## src/rtl/core/gap_pkg.sv

```systemverilog
// Package for the grid path search: grid size defaults, step costs,
// result status codes and the neighbor direction tables.
// No dependencies.
`timescale 1ns / 1ps
`default_nettype none
package gap_pkg;

  localparam int GRID_W_DEF = 8;
  localparam int GRID_H_DEF = 8;

  localparam int CRD_W  = 3;   // coordinate field width
  localparam int COST_W = 10;  // stored path cost width
  localparam int H_W    = 7;   // heuristic width (largest is 98)
  localparam int F_W    = 11;  // cost plus heuristic
  localparam int DIR_W  = 3;

  localparam logic [COST_W-1:0] COST_STRAIGHT = 10'd10;
  localparam logic [COST_W-1:0] COST_DIAG     = 10'd14;

  typedef logic [1:0] status_t;
  localparam status_t ST_PATH    = 2'd0;
  localparam status_t ST_EMPTY   = 2'd1;
  localparam status_t ST_UNREACH = 2'd2;

  // Column offset of each of the eight neighbors.
  function automatic logic signed [1:0] dir_dx(input logic [DIR_W-1:0] d);
    logic signed [1:0] r;
    unique case (d)
      3'd0, 3'd3, 3'd5: r = -2'sd1;
      3'd1, 3'd6:       r = 2'sd0;
      default:          r = 2'sd1;
    endcase
    return r;
  endfunction

  // Row offset of each of the eight neighbors.
  function automatic logic signed [1:0] dir_dy(input logic [DIR_W-1:0] d);
    logic signed [1:0] r;
    unique case (d)
      3'd0, 3'd1, 3'd2: r = -2'sd1;
      3'd3, 3'd4:       r = 2'sd0;
      default:          r = 2'sd1;
    endcase
    return r;
  endfunction

  function automatic logic dir_diag(input logic [DIR_W-1:0] d);
    return (d != 3'd1) && (d != 3'd3) && (d != 3'd4) && (d != 3'd6);
  endfunction

endpackage
`default_nettype wire

```

## src/rtl/core/gap_ram.sv

```systemverilog
// Generic single write port, single read port RAM with registered read.
// No dependencies.
`timescale 1ns / 1ps
`default_nettype none
module gap_ram #(
  parameter int WIDTH = 8,
  parameter int DEPTH = 64
) (
  input  wire logic                     clk,
  input  wire logic                     we,
  input  wire logic [$clog2(DEPTH)-1:0] waddr,
  input  wire logic [WIDTH-1:0]         wdata,
  input  wire logic                     re,
  input  wire logic [$clog2(DEPTH)-1:0] raddr,
  output logic      [WIDTH-1:0]         rdata
);

  logic [WIDTH-1:0] mem [DEPTH];

  always_ff @(posedge clk) begin
    if (we) begin
      mem[waddr] <= wdata;
    end
    if (re) begin
      rdata <= mem[raddr];
    end
  end

endmodule
`default_nettype wire

```

## src/rtl/core/gap_octile.sv

```systemverilog
// Octile distance between two grid cells (straight step 10, diagonal 14).
// Depends on gap_pkg.
`timescale 1ns / 1ps
`default_nettype none
module gap_octile (
  input  wire logic [gap_pkg::CRD_W-1:0] ax,
  input  wire logic [gap_pkg::CRD_W-1:0] ay,
  input  wire logic [gap_pkg::CRD_W-1:0] bx,
  input  wire logic [gap_pkg::CRD_W-1:0] by,
  output logic      [gap_pkg::H_W-1:0]   h_dist
);

  logic [gap_pkg::CRD_W-1:0] adx, ady, mn, mx;

  always_comb begin
    adx  = (ax > bx) ? ax - bx : bx - ax;
    ady  = (ay > by) ? ay - by : by - ay;
    mn   = (adx < ady) ? adx : ady;
    mx   = (adx < ady) ? ady : adx;
    // 14*mn + 10*(mx - mn) = 4*mn + 10*mx
    h_dist = gap_pkg::H_W'({4'd0, mn} << 2) + gap_pkg::H_W'({4'd0, mx} * 7'd10);
  end

endmodule
`default_nettype wire

```

## src/rtl/core/grid_astar_path_search.sv

```systemverilog
// Grid path search, A* over eight neighbors with octile costs.
// A query scans all W*H cells of the cost memory once per expanded cell and then makes
// the decision and visits its neighbors; the path is then sent cell by cell, from the goal.
// One item is worked on at a time. Reset (synchronous, rst_n low) clears the blocked
// map through per-cell written flags; the cost memory needs no clearing.
`timescale 1ns / 1ps
`default_nettype none
module grid_astar_path_search #(
  parameter int GRID_WIDTH  = gap_pkg::GRID_W_DEF,
  parameter int GRID_HEIGHT = gap_pkg::GRID_H_DEF
) (
  input  wire logic                        clk,
  input  wire logic                        rst_n,
  input  wire logic                        in_valid,
  output logic                             in_stall,
  input  wire logic                        in_mode,
  input  wire logic [gap_pkg::CRD_W-1:0]   in_cell_x,
  input  wire logic [gap_pkg::CRD_W-1:0]   in_cell_y,
  input  wire logic                        in_blocked,
  input  wire logic [gap_pkg::CRD_W-1:0]   in_goal_x,
  input  wire logic [gap_pkg::CRD_W-1:0]   in_goal_y,
  output logic                             out_valid,
  input  wire logic                        out_stall,
  output logic      [gap_pkg::CRD_W-1:0]   out_step_x,
  output logic      [gap_pkg::CRD_W-1:0]   out_step_y,
  output logic      [1:0]                  out_status,
  output logic                             out_last
);

  localparam int NC = GRID_WIDTH * GRID_HEIGHT;
  localparam int CW = $clog2(NC);
  localparam int MW = gap_pkg::DIR_W + gap_pkg::COST_W;
  localparam logic [3:0] WL = 4'(GRID_WIDTH);
  localparam logic [3:0] HL = 4'(GRID_HEIGHT);
  localparam logic [gap_pkg::CRD_W-1:0] XMAX = gap_pkg::CRD_W'(GRID_WIDTH - 1);
  localparam logic [gap_pkg::CRD_W-1:0] YMAX = gap_pkg::CRD_W'(GRID_HEIGHT - 1);
  localparam logic [CW-1:0] NLAST = CW'(NC - 2);

  typedef enum logic [6:0] {
    S_IDLE      = 7'b0000001,
    S_SCAN      = 7'b0000010,
    S_DECIDE    = 7'b0000100,
    S_EXPAND    = 7'b0001000,
    S_TRACE_RD  = 7'b0010000,
    S_TRACE_OUT = 7'b0100000,
    S_RESULT    = 7'b1000000
  } state_t;

  function automatic logic [CW-1:0] cell_idx(input logic [gap_pkg::CRD_W-1:0] x,
                                             input logic [gap_pkg::CRD_W-1:0] y);
    return CW'(({3'd0, y} * 6'(GRID_WIDTH)) + {3'd0, x});
  endfunction

  function automatic logic in_grid(input logic signed [3:0] x, input logic signed [3:0] y);
    return !x[3] && !y[3] && (x < WL) && (y < HL);
  endfunction

  state_t state_r, state_nxt;

  logic [gap_pkg::CRD_W-1:0] sx_r, sy_r, gx_r, gy_r;
  gap_pkg::status_t          res_st_r, res_st_nxt;
  logic [NC-1:0]             open_r, open_nxt, closed_r, closed_nxt, blk_wr_r, blk_wr_nxt;

  // Scan of the open set.
  logic [gap_pkg::CRD_W-1:0] scx_r, scx_nxt, scy_r, scy_nxt;
  logic                      sc_iss_r, sc_iss_nxt, p_val_r, p_val_nxt;
  logic [gap_pkg::CRD_W-1:0] px_r, py_r;
  logic [CW-1:0]             p_idx_r;
  logic                      found_r, found_nxt;
  logic [gap_pkg::CRD_W-1:0] bx_r, bx_nxt, by_r, by_nxt;
  logic [gap_pkg::F_W-1:0]   bf_r, bf_nxt, p_f;
  logic [gap_pkg::H_W-1:0]   bh_r, bh_nxt, p_h;
  logic [gap_pkg::COST_W-1:0] bg_r, bg_nxt;

  // Neighbor expansion.
  logic [gap_pkg::DIR_W-1:0] d_r, d_nxt;
  logic                      ex_iss_r, ex_iss_nxt, e_val_r, e_val_nxt;
  logic [CW-1:0]             e_idx_r, e_idx_nxt;
  logic [gap_pkg::DIR_W-1:0] e_dir_r;
  logic signed [1:0]         ex_dx, ex_dy;
  logic signed [3:0]         nx4, ny4;
  logic [gap_pkg::COST_W-1:0] ng;

  // Path trace.
  logic [gap_pkg::CRD_W-1:0] cx_r, cx_nxt, cy_r, cy_nxt;
  logic [CW-1:0]             n_r, n_nxt;
  logic signed [1:0]         tr_dx, tr_dy;
  logic signed [3:0]         tx4, ty4;
  logic                      t_last;

  // Output register.
  logic                      ov_r, ov_nxt, ol_r, ol_nxt, out_free;
  logic [gap_pkg::CRD_W-1:0] ox_r, ox_nxt, oy_r, oy_nxt;
  gap_pkg::status_t          os_r, os_nxt;

  // Memories.
  logic          cm_we, cm_re, bm_we, bm_re, bm_q;
  logic [CW-1:0] cm_waddr, cm_raddr, bm_raddr;
  logic [MW-1:0] cm_wdata, cm_q;

  logic accept, q_ok;

  gap_ram #(.WIDTH(MW), .DEPTH(NC)) u_cost_ram (
    .clk(clk), .we(cm_we), .waddr(cm_waddr), .wdata(cm_wdata),
    .re(cm_re), .raddr(cm_raddr), .rdata(cm_q)
  );

  gap_ram #(.WIDTH(1), .DEPTH(NC)) u_blk_ram (
    .clk(clk), .we(bm_we), .waddr(cell_idx(in_cell_x, in_cell_y)), .wdata(in_blocked),
    .re(bm_re), .raddr(bm_raddr), .rdata(bm_q)
  );

  gap_octile u_h (.ax(px_r), .ay(py_r), .bx(gx_r), .by(gy_r), .h_dist(p_h));

  assign in_stall   = (state_r != S_IDLE);
  assign accept     = in_valid && !in_stall;
  assign out_free   = !ov_r || !out_stall;
  assign out_valid  = ov_r;
  assign out_step_x = ox_r;
  assign out_step_y = oy_r;
  assign out_status = os_r;
  assign out_last   = ol_r;

  always_comb begin
    q_ok  = in_grid({1'b0, in_cell_x}, {1'b0, in_cell_y}) &&
            in_grid({1'b0, in_goal_x}, {1'b0, in_goal_y});
    p_f   = gap_pkg::F_W'(cm_q[gap_pkg::COST_W-1:0]) + gap_pkg::F_W'(p_h);
    ex_dx = gap_pkg::dir_dx(d_r);
    ex_dy = gap_pkg::dir_dy(d_r);
    tr_dx = gap_pkg::dir_dx(cm_q[MW-1 -: 3]);
    tr_dy = gap_pkg::dir_dy(cm_q[MW-1 -: 3]);
    nx4   = $signed({1'b0, bx_r}) + {{2{ex_dx[1]}}, ex_dx};
    ny4   = $signed({1'b0, by_r}) + {{2{ex_dy[1]}}, ex_dy};
    ng    = bg_r + (gap_pkg::dir_diag(e_dir_r) ? gap_pkg::COST_DIAG : gap_pkg::COST_STRAIGHT);
    tx4   = $signed({1'b0, cx_r}) - {{2{tr_dx[1]}}, tr_dx};
    ty4   = $signed({1'b0, cy_r}) - {{2{tr_dy[1]}}, tr_dy};
    t_last = !in_grid(tx4, ty4) || ((tx4[2:0] == sx_r) && (ty4[2:0] == sy_r)) ||
             (n_r == NLAST);
  end

  always_comb begin
    state_nxt  = state_r;
    res_st_nxt = res_st_r;
    open_nxt   = open_r;
    closed_nxt = closed_r;
    blk_wr_nxt = blk_wr_r;
    scx_nxt = scx_r; scy_nxt = scy_r; sc_iss_nxt = sc_iss_r; p_val_nxt = 1'b0;
    found_nxt = found_r; bx_nxt = bx_r; by_nxt = by_r;
    bf_nxt = bf_r; bh_nxt = bh_r; bg_nxt = bg_r;
    d_nxt = d_r; ex_iss_nxt = ex_iss_r; e_val_nxt = 1'b0;
    e_idx_nxt = cell_idx(nx4[2:0], ny4[2:0]);
    cx_nxt = cx_r; cy_nxt = cy_r; n_nxt = n_r;
    ov_nxt = out_free ? 1'b0 : ov_r;
    ox_nxt = ox_r; oy_nxt = oy_r; os_nxt = os_r; ol_nxt = ol_r;
    cm_we = 1'b0; cm_waddr = cell_idx(in_cell_x, in_cell_y); cm_wdata = '0;
    cm_re = 1'b0; cm_raddr = cell_idx(scx_r, scy_r);
    bm_we = 1'b0; bm_re = 1'b0; bm_raddr = e_idx_nxt;

    unique case (state_r)
      S_IDLE: begin
        if (accept) begin
          if (!in_mode) begin
            if (in_grid({1'b0, in_cell_x}, {1'b0, in_cell_y})) begin
              bm_we = 1'b1;
              blk_wr_nxt[cell_idx(in_cell_x, in_cell_y)] = 1'b1;
            end
          end else if (!q_ok) begin
            res_st_nxt = gap_pkg::ST_UNREACH;
            state_nxt  = S_RESULT;
          end else if ((in_cell_x == in_goal_x) && (in_cell_y == in_goal_y)) begin
            res_st_nxt = gap_pkg::ST_EMPTY;
            state_nxt  = S_RESULT;
          end else begin
            // The start cell gets cost zero and is the only open cell.
            cm_we      = 1'b1;
            open_nxt   = '0;
            closed_nxt = '0;
            open_nxt[cell_idx(in_cell_x, in_cell_y)] = 1'b1;
            scx_nxt = '0; scy_nxt = '0; sc_iss_nxt = 1'b1; found_nxt = 1'b0;
            state_nxt  = S_SCAN;
          end
        end
      end

      S_SCAN: begin
        if (sc_iss_r) begin
          cm_re     = 1'b1;
          p_val_nxt = 1'b1;
          if (scx_r == XMAX) begin
            scx_nxt = '0;
            if (scy_r == YMAX) sc_iss_nxt = 1'b0;
            else scy_nxt = scy_r + 1'b1;
          end else begin
            scx_nxt = scx_r + 1'b1;
          end
        end
        // Cells come in ascending index order, so a strict compare keeps the lowest index.
        if (p_val_r && open_r[p_idx_r] &&
            (!found_r || (p_f < bf_r) || ((p_f == bf_r) && (p_h < bh_r)))) begin
          found_nxt = 1'b1;
          bx_nxt = px_r; by_nxt = py_r;
          bf_nxt = p_f;  bh_nxt = p_h;
          bg_nxt = cm_q[gap_pkg::COST_W-1:0];
        end
        if (!sc_iss_r && !p_val_r) state_nxt = S_DECIDE;
      end

      S_DECIDE: begin
        if (!found_r) begin
          res_st_nxt = gap_pkg::ST_UNREACH;
          state_nxt  = S_RESULT;
        end else if ((bx_r == gx_r) && (by_r == gy_r)) begin
          cx_nxt = gx_r; cy_nxt = gy_r; n_nxt = '0;
          state_nxt = S_TRACE_RD;
        end else begin
          open_nxt[cell_idx(bx_r, by_r)]   = 1'b0;
          closed_nxt[cell_idx(bx_r, by_r)] = 1'b1;
          d_nxt = '0; ex_iss_nxt = 1'b1;
          state_nxt = S_EXPAND;
        end
      end

      S_EXPAND: begin
        if (ex_iss_r) begin
          cm_raddr = e_idx_nxt;
          if (in_grid(nx4, ny4)) begin
            cm_re = 1'b1; bm_re = 1'b1; e_val_nxt = 1'b1;
          end
          d_nxt = d_r + 1'b1;
          if (d_r == 3'd7) ex_iss_nxt = 1'b0;
        end
        // Neighbors of one cell are distinct, so this write never meets the read above.
        if (e_val_r && !(bm_q && blk_wr_r[e_idx_r]) && !closed_r[e_idx_r] &&
            (!open_r[e_idx_r] || (ng < cm_q[gap_pkg::COST_W-1:0]))) begin
          cm_we    = 1'b1;
          cm_waddr = e_idx_r;
          cm_wdata = {e_dir_r, ng};
          open_nxt[e_idx_r] = 1'b1;
        end
        if (!ex_iss_r && !e_val_r) begin
          scx_nxt = '0; scy_nxt = '0; sc_iss_nxt = 1'b1; found_nxt = 1'b0;
          state_nxt = S_SCAN;
        end
      end

      S_TRACE_RD: begin
        cm_re     = 1'b1;
        cm_raddr  = cell_idx(cx_r, cy_r);
        state_nxt = S_TRACE_OUT;
      end

      S_TRACE_OUT: begin
        if (out_free) begin
          ov_nxt = 1'b1; ox_nxt = cx_r; oy_nxt = cy_r;
          os_nxt = gap_pkg::ST_PATH; ol_nxt = t_last;
          if (t_last) begin
            state_nxt = S_IDLE;
          end else begin
            cx_nxt = tx4[2:0]; cy_nxt = ty4[2:0]; n_nxt = n_r + 1'b1;
            state_nxt = S_TRACE_RD;
          end
        end
      end

      S_RESULT: begin
        if (out_free) begin
          ov_nxt = 1'b1; ox_nxt = '0; oy_nxt = '0;
          os_nxt = res_st_r; ol_nxt = 1'b1;
          state_nxt = S_IDLE;
        end
      end

      default: state_nxt = S_IDLE;
    endcase
  end

  always_ff @(posedge clk) begin
    if (!rst_n) begin
      state_r  <= S_IDLE;
      blk_wr_r <= '0;
      open_r   <= '0;
      closed_r <= '0;
      sc_iss_r <= 1'b0;
      p_val_r  <= 1'b0;
      ex_iss_r <= 1'b0;
      e_val_r  <= 1'b0;
      found_r  <= 1'b0;
      ov_r     <= 1'b0;
    end else begin
      state_r  <= state_nxt;
      blk_wr_r <= blk_wr_nxt;
      open_r   <= open_nxt;
      closed_r <= closed_nxt;
      sc_iss_r <= sc_iss_nxt;
      p_val_r  <= p_val_nxt;
      ex_iss_r <= ex_iss_nxt;
      e_val_r  <= e_val_nxt;
      found_r  <= found_nxt;
      ov_r     <= ov_nxt;
    end
  end

  always_ff @(posedge clk) begin
    if (accept && in_mode) begin
      sx_r <= in_cell_x; sy_r <= in_cell_y;
      gx_r <= in_goal_x; gy_r <= in_goal_y;
    end
    res_st_r <= res_st_nxt;
    scx_r <= scx_nxt; scy_r <= scy_nxt;
    px_r <= scx_r; py_r <= scy_r; p_idx_r <= cell_idx(scx_r, scy_r);
    bx_r <= bx_nxt; by_r <= by_nxt;
    bf_r <= bf_nxt; bh_r <= bh_nxt; bg_r <= bg_nxt;
    d_r <= d_nxt; e_idx_r <= e_idx_nxt; e_dir_r <= d_r;
    cx_r <= cx_nxt; cy_r <= cy_nxt; n_r <= n_nxt;
    ox_r <= ox_nxt; oy_r <= oy_nxt; os_r <= os_nxt; ol_r <= ol_nxt;
  end

endmodule
`default_nettype wire

```

## config.mk

```make
export PLATFORM = sky130hd
export DESIGN_NAME = grid_astar_path_search
export DESIGN_NICKNAME = d
export VERILOG_FILES = /design/src/rtl/core/gap_pkg.sv /design/src/rtl/core/gap_ram.sv /design/src/rtl/core/gap_octile.sv /design/src/rtl/core/grid_astar_path_search.sv
export SDC_FILE = /design/constraint.sdc
export NUM_CORES = 2
export LEC_CHECK = 0
export BUFFER_PORTS_ARGS = -buffer_cell sky130_fd_sc_hd__buf_4
export CAP_MARGIN = 10
export CORE_ASPECT_RATIO = 2
export CORE_MARGIN = 4
export CORE_UTILIZATION = 40
export CTS_CLUSTER_DIAMETER = 120
export DETAILED_ROUTE_END_ITERATION = 7
export GPL_ROUTABILITY_DRIVEN = 0
export PLACE_DENSITY = 0.52
export SYNTH_ARGS = -nofsm -noshare
export SYNTH_HDL_FRONTEND = slang
export SYNTH_HIERARCHICAL = 1
export SYNTH_SLANG_ARGS = --single-unit
export TNS_END_PERCENT = 10
```

## constraint.sdc

```tcl
create_clock -name clk -period 7.9 [get_ports clk]
set_input_delay 0.395 -clock clk [delete_from_list [all_inputs] [get_ports clk]]
set_output_delay 0.395 -clock clk [all_outputs]
set_load 0.02 [all_outputs]
```

==> summary.md <==
| Metric | Value |
|---|---|
| TritonCTS clock tree | `done` |
| Layout area overhead | `11.5%` |
| Startpoint types | `register` |
| Cell mode on critical path | `ha_1` |
| Vias in the first global route | `between 30,000 and 40,000` |
| Clock Root Buffer | `clkbuf_16` |
| Clk Latency, worst-skew pair | `730 ps` |
| Crit path arrival time | `7490 ps` |
| Worst hold path class | `input pin to register` |
| Final worst path period share | `89.9%` |
| First-pass iteration count of the detailed router | `5` |
| Global-route wire length before repair | `232,000 microns` |
| DIE HEIGHT | `523 microns` |
| Mux share of post-synthesis cell area | `13.3%` |
| Yosys top cell by area | `edfxtp_1` |
| Largest family of logic cells by synthesized area | `multiplexers` |
| Peak supply drop | `0.000500 V` |
| Fin area | `0.0592 sq mm` |
| Final ANT Viol Nets | `0` |
| Yosys cell types | `100` |
| Routed Wire Length | `160,000 microns` |
| Post-layout nets | `3,754` |
| H-Tree Depth | `3` |
| Yosys top cell area share | `55.9%` |
| Buffers on Ports | `28` |
| Setup TNS | `0 ps` |
| Count of final setup violators | `0` |
| FMAX | `approximately 0.14 GHz` |
| Clk pin slew, worst setup/hold paths | `70 ps` |
| Final Hold Violating Endpoints | `0` |
| Synth async-reset ratio | `0%` |
| Seq. cell area | `0.0341 sq mm` |
| CTS sink count | `1,208` |
| Critical Path RT | `8290 ps` |
| Starting Density | `40.4%` |
| Cell count after placement | `5,241` |
| Post-Syn Instances | `approximately 3,600` |
| Cell Rows | `188` |
| Compound-gate portion of the synthesized area | `8.11%` |
| Hold Worst Slack | `109 ps` |
| Kind of critical path | `register to register` |
| Max Clock Skew | `47.9 ps` |
| Pleak | `21.4 nW` |
| Inserted Clock Buffers | `107` |
| CP Max Fanout | `19` |
| XOR/XNOR Fraction of Synth Area | `less than 1%` |
| Clock Tree Buf Depth | `3` |
| Initial antenna violation count | `9` |
| GRT Util Overall | `22.8%` |
| Top cells by area, synth | `edfxtp_1, mux4_2, dfxtp_1` |
| Final critical-path required period | `7100 ps` |
| Fraction of layout cells with a size suffix above 1 | `19.9%` |
| Nets in the synthesized netlist | `3,696` |
| Power density cells | `between 300 and 400 mW/mm^2` |
| Largest net degree at the start of global routing | `65` |
| Dpl cell area | `0.0556 sq mm` |
| RSZ-0062 raised after global routing | `no` |
| Primary FF master, synth | `edfxtp_1` |
| DR vias/cell | `5.91` |
| Footprint of the multi-input gates | `approximately 0.018 sq mm` |
| Non-Filler Instances | `5,454` |
| Die area | `around 0.14 sq mm` |
| Drt initial violations | `2,766` |
| Die width | `between 200 and 300 microns` |
| Element type at the critical path end | `register` |
| Worst-Margin Slew | `1350 ps` |
| Final HPWL DP | `about 110,000 microns` |
| Simple-gate share of the synthesized area | `8.21%` |
| Max Cap Viol | `0` |
| Final Slew Violations | `0` |
| Worst path slowest cell | `dfxtp_1` |
| Relative slew slack | `9.37%` |
| Mapped Area | `0.0531 sq mm` |
| Pwr Total | `~20 mW` |
| Overflow after GRT | `0` |
| CP peak stage delay | `560 ps` |
| Core area | `about 0.13 sq mm` |
| Synthesis Warnings | `6` |
| Flops & latches, synth | `1,208` |
| Syn_area_per_cell | `14.8 sq um` |
| Status | `finished, final reports clean` |
| Sequential share of the synthesized area | `64.2%` |
| Routed len/inst | `29.3 microns` |
| Number of fill cells in the layout | `11,540` |
| Io pins | `29` |
| Post-synth EDFFs | `988` |
| DRC Markers | `0` |
| Synth Area in Adders | `between 2 and 2.5%` |
| Vias | `around 32,000` |
==> per-layer routing <==
metal  wire length, microns  global-route usage, %  vias up
li1                       -                      -    14065
met1                  54300                   24.2    16572
met2                  87800                   43.2     1173
met3                   7660                   3.22      408
met4                  10100                   12.5        2
met5                     13                      0        -
==> through the flow <==
step                      utilization (%)  setup slack (ps)
after global routing                 45.0               253
after detailed placement             42.3               750
final                                45.0               798
after global placement               42.3               766
after CTS                            45.0               715
after floorplan                         -               475
==> power by group <==
group | internal, mW | switching, mW | total (mW)
clock | 2.87 | 2.42 | 5.30
sequential | 7.21 | 0.173 | 7.38
combinational | 2.95 | 4.42 | 7.36
total | 13.0 | 7.01 | 20.0
==> synth_stat cells (31+ instances only) <==
master      n
a21oi_1   299
mux2i_1    81
nand3_1    32
a221oi_1   39
o21ai_0    46
nand2_1   131
inv_1      78
edfxtp_1  988
nor2b_1    36
and2_1     31
nor3_1     95
ha_1       78
buf_2      47
o22ai_1    62
mux4_2    259
clkbuf_1  123
nor3_2     41
dfxtp_1   220
nor2_1    378
==> sequential cells by signal, indices dropped and copies added, names as in the netlist, 6 cells and up, named ones only <==
name and count:
u_blk_ram/mem 64, n_r 6, u_cost_ram/mem 832, e_idx_r 6, bh_r 7, bg_r 10
blk_wr_r 64, state_r 7, closed_r 64, bf_r 11, p_idx_r 6, u_cost_ram/rdata 13
open_r 64
==> worst max-delay path: cells and delay by family, from the launching register on <==
| family | cells | cell delay [ps] |
|---|---|---|
| DFF | 1 | 560 |
| xor gates and xnor gates | 1 | 220 |
| buffers and inverters | 6 | 750 |
| AOI/OAI and AO/OA | 12 | 2460 |
| and+or+nand+nor | 2 | 240 |
| muxes | 1 | 120 |
| adders and majority gates | 7 | 2420 |
==> what timing repair did <==
item / CTS / global route
hold buffers: 6 / 0
gates resized for setup: 0 / 0
buffers inserted: 0 / 0
endpoints found under the hold margin: 6 / 0
==> cell type report <==
cell class | instances | share of cell area [%]
antenna | 6 | 0.0254
clock buffer | 133 | 4.80
clock inverter | 67 | 1.14
inverter | 82 | 0.524
multi-input combinational | 2060 | 29.7
sequential | 1208 | 57.6
tap | 1710 | 3.62
timing repair buffer | 188 | 2.60
==> path summary, 6_finish.rpt <==
| path | to | cells past startpoint | startpoint | slack [ps] |
|---|---|---|---|---|
| hold reg to reg | p_idx_r[4]$_DFF_P_ | 0 | scy_r[1]$_SDFFCE_PN0P_ | 440 |
| hold / removal | register | 3 | out_stall | 110 |
| setup reg to reg | bf_r[10]$_DFFE_PP_ | 29 | p_idx_r[3]$_DFF_P_ | 800 |
| setup / recovery | bf_r[10]$_DFFE_PP_ | 29 | p_idx_r[3]$_DFF_P_ | 800 |
==> cells by family (layout without fill, tap and decap cells) <==
logic type | Yosys count | in the layout
flip-flops | 1208 | 1208
AND/OR/NAND/NOR | 878 | 878
AO/OA/AOI/OAI | 675 | 675
multiplexers | 368 | 368
buffers and inverters | 321 | 470
adder cells (fa/ha/maj) | 89 | 89
XOR/XNOR | 49 | 49
other | 1 | 7
==> placed cells by master, fill, tap and decap left out, types with 16 or more instances in the layout <==
| cell type | count |
|---|---|
| and2_1 | 20 |
| clkbuf_16 | 109 |
| a22oi_1 | 28 |
| o221ai_1 | 18 |
| nand3_1 | 32 |
| dfxtp_1 | 217 |
| and2_2 | 18 |
| nor3_1 | 89 |
| edfxtp_1 | 988 |
| ha_1 | 78 |
| nand2_1 | 126 |
| nor2_1 | 365 |
| mux4_2 | 259 |
| clkinv_1 | 25 |
| clkinv_2 | 16 |
| mux2i_1 | 81 |
| o21ai_0 | 46 |
| xnor2_1 | 24 |
| o211ai_1 | 25 |
| a211oi_1 | 20 |
| o22ai_1 | 62 |
| a21oi_1 | 299 |
| buf_4 | 172 |
| xor2_1 | 24 |
| inv_1 | 77 |
| nor2b_1 | 36 |
| clkbuf_1 | 21 |
| a221oi_1 | 39 |
| o21a_1 | 19 |
| nand2b_1 | 19 |
| nor3_2 | 44 |
| a31oi_1 | 24 |
No activity file was read; power rests on OpenSTA's default activity.
